File: src/hdl/mlt_pkg.sv
// Shared types and codes for the MAC learning table.
package mlt_pkg;

    localparam int DEF_TABLE_DEPTH = 64;
    localparam int DEF_PORT_BITS   = 6;
    localparam int DEF_TIME_BITS   = 32;
    localparam int CFG_W           = 32;
    localparam int VLAN_W          = 12;
    localparam int MAC_W           = 48;
    localparam int STATUS_W        = 4;
    localparam logic [CFG_W-1:0] AGEING_RESET = CFG_W'(300);

    typedef enum logic [2:0] {
        K_LEARN        = 3'd0,
        K_LEARN_STATIC = 3'd1,
        K_LOOKUP       = 3'd2,
        K_REMOVE       = 3'd3,
        K_REM_PORT     = 3'd4,
        K_REM_VLAN     = 3'd5,
        K_CLEAR        = 3'd6,
        K_EXPIRE       = 3'd7
    } kind_t;

    typedef enum logic [STATUS_W-1:0] {
        ST_LEARNED      = 4'd0,
        ST_MOVED        = 4'd1,
        ST_UNCHANGED    = 4'd2,
        ST_FULL         = 4'd3,
        ST_HIT          = 4'd4,
        ST_MISS         = 4'd5,
        ST_REMOVED      = 4'd6,
        ST_NOT_FOUND    = 4'd7,
        ST_DONE         = 4'd8,
        ST_EXPIRED      = 4'd9,
        ST_NONE_EXPIRED = 4'd10
    } status_t;

    typedef enum logic {
        FSM_IDLE = 1'b0,
        FSM_RUN  = 1'b1
    } fsm_t;

    // Control broadcast to every cell
    typedef struct packed {
        kind_t kind;
        logic  fire;
        logic  any_hit;
    } cell_ctl_t;

endpackage

File: src/hdl/mlt_cell.sv
// One table slot: entry storage, key compare and priority chain links.
module mlt_cell #(
    parameter int PORT_BITS = mlt_pkg::DEF_PORT_BITS,
    parameter int TIME_BITS = mlt_pkg::DEF_TIME_BITS
) (
    input  logic                        aclk,
    input  logic                        aresetn,
    input  mlt_pkg::cell_ctl_t          ctl,
    input  logic [mlt_pkg::VLAN_W-1:0]  cmd_vlan,
    input  logic [mlt_pkg::MAC_W-1:0]   cmd_mac,
    input  logic [PORT_BITS-1:0]        cmd_port,
    input  logic [TIME_BITS-1:0]        cmd_now,
    input  logic [TIME_BITS-1:0]        cmd_expiry,
    input  logic                        free_in,
    input  logic                        aged1_in,
    input  logic                        aged2_in,
    output logic                        free_out,
    output logic                        aged1_out,
    output logic                        aged2_out,
    output logic                        key_hit,
    output logic                        clr_hit,
    output logic [mlt_pkg::VLAN_W-1:0]  view_vlan,
    output logic [mlt_pkg::MAC_W-1:0]   view_mac,
    output logic [PORT_BITS-1:0]        view_port,
    output logic                        view_static,
    output logic                        view_aged
);
    import mlt_pkg::*;

    logic                 valid_reg, valid_next;
    logic                 static_reg, static_next;
    logic [VLAN_W-1:0]    vlan_reg, vlan_next;
    logic [MAC_W-1:0]     mac_reg, mac_next;
    logic [PORT_BITS-1:0] port_reg, port_next;
    logic [TIME_BITS-1:0] expiry_reg, expiry_next;

    logic aged, free_first, aged_first, pick;

    // Compare against the broadcast command
    assign key_hit    = valid_reg && (vlan_reg == cmd_vlan) && (mac_reg == cmd_mac);
    assign aged       = valid_reg && !static_reg && (cmd_now >= expiry_reg);
    assign free_first = !valid_reg && !free_in;
    assign aged_first = aged && !aged1_in;
    assign clr_hit    = valid_reg && ((ctl.kind == K_CLEAR) ||
                        ((ctl.kind == K_REM_PORT) && (port_reg == cmd_port)) ||
                        ((ctl.kind == K_REM_VLAN) && (vlan_reg == cmd_vlan)));

    // Pass priority chains to the next cell
    assign free_out  = free_in || !valid_reg;
    assign aged1_out = aged1_in || aged;
    assign aged2_out = aged2_in || (aged1_in && aged);

    // Offer the selected entry to the output mux
    assign pick        = (ctl.kind == K_EXPIRE) ? aged_first : key_hit;
    assign view_vlan   = pick ? vlan_reg : '0;
    assign view_mac    = pick ? mac_reg : '0;
    assign view_port   = pick ? port_reg : '0;
    assign view_static = pick && static_reg;
    assign view_aged   = pick && aged;

    // Apply the command to this slot
    always_comb begin
        valid_next  = valid_reg;
        static_next = static_reg;
        vlan_next   = vlan_reg;
        mac_next    = mac_reg;
        port_next   = port_reg;
        expiry_next = expiry_reg;
        if (ctl.fire) begin
            unique case (ctl.kind)
                K_LEARN: begin
                    if (ctl.any_hit) begin
                        if (key_hit && !static_reg) begin
                            port_next   = cmd_port;
                            expiry_next = cmd_expiry;
                        end
                    end else if (free_first) begin
                        valid_next  = 1'b1;
                        static_next = 1'b0;
                        vlan_next   = cmd_vlan;
                        mac_next    = cmd_mac;
                        port_next   = cmd_port;
                        expiry_next = cmd_expiry;
                    end
                end
                K_LEARN_STATIC: begin
                    if (ctl.any_hit ? key_hit : free_first) begin
                        valid_next  = 1'b1;
                        static_next = 1'b1;
                        vlan_next   = cmd_vlan;
                        mac_next    = cmd_mac;
                        port_next   = cmd_port;
                        expiry_next = cmd_now;
                    end
                end
                K_LOOKUP: ;
                K_REMOVE: begin
                    if (key_hit) valid_next = 1'b0;
                end
                K_REM_PORT, K_REM_VLAN, K_CLEAR: begin
                    if (clr_hit) valid_next = 1'b0;
                end
                K_EXPIRE: begin
                    if (aged_first) valid_next = 1'b0;
                end
                default: ;
            endcase
        end
    end

    always_ff @(posedge aclk) begin
        if (!aresetn) begin
            valid_reg <= 1'b0;
        end else begin
            valid_reg <= valid_next;
        end
    end

    always_ff @(posedge aclk) begin
        static_reg <= static_next;
        vlan_reg   <= vlan_next;
        mac_reg    <= mac_next;
        port_reg   <= port_next;
        expiry_reg <= expiry_next;
    end

endmodule

File: config.mk
export PLATFORM = sky130hd
export DESIGN_NAME = mlt_cell
export DESIGN_NICKNAME = d
export VERILOG_FILES = /design/src/hdl/mlt_pkg.sv /design/src/hdl/mlt_cell.sv
export SDC_FILE = /design/constraint.sdc
export NUM_CORES = 1
export LEC_CHECK = 0
export BUFFER_PORTS_ARGS = -buffer_cell sky130_fd_sc_hd__buf_2
export CORE_MARGIN = 3
export CORE_UTILIZATION = 45
export CTS_CLUSTER_SIZE = 14
export DETAILED_ROUTE_END_ITERATION = 8
export PLACE_DENSITY = 0.74
export REMOVE_ABC_BUFFERS = 1
export SYNTH_ARGS = -nofsm -noshare
export SYNTH_HDL_FRONTEND = slang
export SYNTH_SLANG_ARGS = --single-unit
File: constraint.sdc
create_clock -name aclk -period 14.1 [get_ports aclk]
set_clock_uncertainty 0.2 [all_clocks]
set_input_delay 0.705 -clock aclk [delete_from_list [all_inputs] [get_ports aclk]]
set_output_delay 0.705 -clock aclk [all_outputs]
set_load 0.02 [all_outputs]
==> out/summary.txt <==
Post-Syn Area per Cell = 12.1 sq um
Placed Instances = 834
PwrDens = 88.7 nW/um^2
Hold WC Path Type = in -> reg
peak supply drop = 54.4 uV
Post-CTS Setup Bufs = 0
gr ovfl total = 0
Post-synth EDFFs = 99
top routing layer in use = met4
drt pass-1 iters = 4
die width = 118 microns
CP Max Fanout = 68
critical path's top delay family = simple AND/OR/NAND/NOR gates
Endpoint, Worst Hold = mac_reg[25]
H-tree depth = 3
Crit Reg-Reg Startpoint = vlan_reg[11]
count of final setup violators = 0
status = finished, final reports clean
routed length on met2 = 6.00 mm
unrepaired setup endpoints after global routing = no
non-filler cells, final = 852
Worst-path clk slew = 0.06 ns
Clock Latency Late Sink = 0.34 ns
CTS root buf = clkbuf_16
critical path endpoint category = output port
commonest non-fill, non-tap cells in the layout = buf_2 (212), edfxtp_1 (99), and2_1 (68)
max reg flops = 48
nets@finish = 849
I/O Buffers = 212
Iter 0 DRT Violations = 224
die height = 118 microns
DRC errors left = 0
number of buffers and inverters on the critical path = 2
Boundary Pins = 213
Final min period = 4.05 ns
Leakage Power = 3.26 nW
Rows = 40
vias in the first global route = 4214
drt total wl = 12.8 mm
Global Route Usage Sum = 0.183
CP required = 13.19 ns
slowest stage delay, CP = 0.56 ns
Max-cap violations = 0
slack of the critical path = 10.05 ns
Post-Syn Instances = 463
Worst Min Path Start = cmd_mac[25]
setup TNS = 0 ns
Avg WL per Cell = 15.1 microns
Reg2Reg Depth = 7
commonest non-fill, non-tap cell in the layout = buf_2
Setup crit start kind = input pin
cts repair resizes = 0
Hold Crit Depth = 1
Post-Place Cell Area = 6870 sq um
pre-CTS setup slack = 10.01 ns
Fmax = 0.247 GHz
CTS Buf Count = 9
CTS Buffer Depth = 2
Die Area = 13900 sq um
post-synthesis async set-or-reset flop share = 0
r2r endpoint = mac_reg[17]
area of the mapped netlist = 5620 sq um
vias = 4170
TritonCTS clock tree = yes
share of cells above drive strength 1 = 0.391
largest net degree at the start of global routing = 69
worst hold slack = 0.361 ns
Max Slew Vio Count = 0
register bit total from synthesis = 100
Antenna Nets Post-Route = 0
Unique masters post-synth = 40
cells along the critical path = buf_2 > ha_1 > nand4_1 > nor4_2 > nand4_1 > a31oi_1 > o21ai_0 > a21bo_4 > and2_1 > buf_2
GPL Wtd Cong = 0.816
Initial Util = 0.464
flop2flop setup slack = 10.95 ns
DPL Wire Length = 10.0 mm
slew margin rel. = 0.485
DRT met1 WL = 5.66 mm
P&R area growth vs syn = 27.4%
worst slew pin tran = 0.772 ns
Worst Path Arrival = 3.14 ns
first-pass GRT wire length = 20.4 mm
final instance area = 7160 sq um
Hold Buf Count CTS = 0
initial antenna violation count = 2
met3 WL = 863 microns
Yosys warnings = 0
drt via density = 4.89
top_reg_cell synth = edfxtp_1
period utilisation layout = 0.287
Final Hold Viols = 0
critical path class = in -> out
sequential area share after synthesis = 0.533
core box area = 12100 sq um
total clock sinks = 100
slowest CP cell = a21bo_4
-- synthesized netlist by cell type, types with 4 or more instances --
cell type | count | share of area
clkbuf_1 | 4 | 0.0027
inv_1 | 44 | 0.029
nor3_1 | 4 | 0.0036
nand4_1 | 9 | 0.010
xor2_1 | 45 | 0.070
nor2_1 | 9 | 0.0060
nand3_1 | 8 | 0.0071
nor4_1 | 10 | 0.011
nand2b_1 | 4 | 0.0045
o21ai_0 | 8 | 0.0071
mux2_2 | 32 | 0.064
edfxtp_1 | 99 | 0.53
and2_1 | 68 | 0.076
a21oi_1 | 16 | 0.014
nand2_1 | 19 | 0.013
clkbuf_2 | 5 | 0.0045
xnor2_1 | 13 | 0.020
ha_1 | 32 | 0.071
-- stage by stage --
| step | power (mW) | util |
|---|---|---|
| floorplan | 0.368 | - |
| global placement | 0.399 | 0.567 |
| detailed placement | 0.401 | 0.567 |
| CTS | 0.642 | 0.590 |
| global route | 0.662 | 0.591 |
| finish | 0.635 | 0.591 |
-- how the worst max path moves through the flow --
stage | start | to | slack [ns] | depth (start not counted)
3_3_place_gp | cmd_now[30] | view_mac[28] | 10.08 | 10
6_report | cmd_now[29] | view_mac[28] | 10.05 | 10
2_1_floorplan | cmd_vlan[11] | mac_reg[0] | 8.42 | 6
3_5_place_dp | cmd_now[31] | view_mac[28] | 10.01 | 10
5_1_grt | cmd_now[29] | view_mac[7] | 9.79 | 10
4_1_cts | cmd_now[29] | view_mac[28] | 9.99 | 10
-- power by group --
| group | total, mW | switching (mW) | internal, mW |
|---|---|---|---|
| sequential | 0.333 | 0.00160 | 0.331 |
| combinational | 0.0620 | 0.0303 | 0.0317 |
| clock | 0.240 | 0.103 | 0.137 |
-- routing by layer --
layer / global-route usage / vias up
li1: - / 2072
met1: 0.234 / 1906
met2: 0.299 / 174
met3: 0.0428 / 18
met4: 0.0791 / 0
met5: 0 / -
-- area by class of cell --
type,count,area [sq um]
fillers,1024,4960
flip-flops and latches,100,2990
multi-input cells,307,2410
repair buffers,215,1080
clock buffers,11,233
well taps,168,210
inverters,44,165
clock inverters,5,52.6
diodes,2,5.00
-- kinds of logic after synthesis --
logic type / share of synthesized area
compound gates: 0.0555
xor+xnor: 0.0904
fa+ha+maj: 0.0713
buf+inv: 0.0425
flops: 0.533
mux: 0.0641
simple gates: 0.143
No activity file was read; power rests on OpenSTA's default activity.
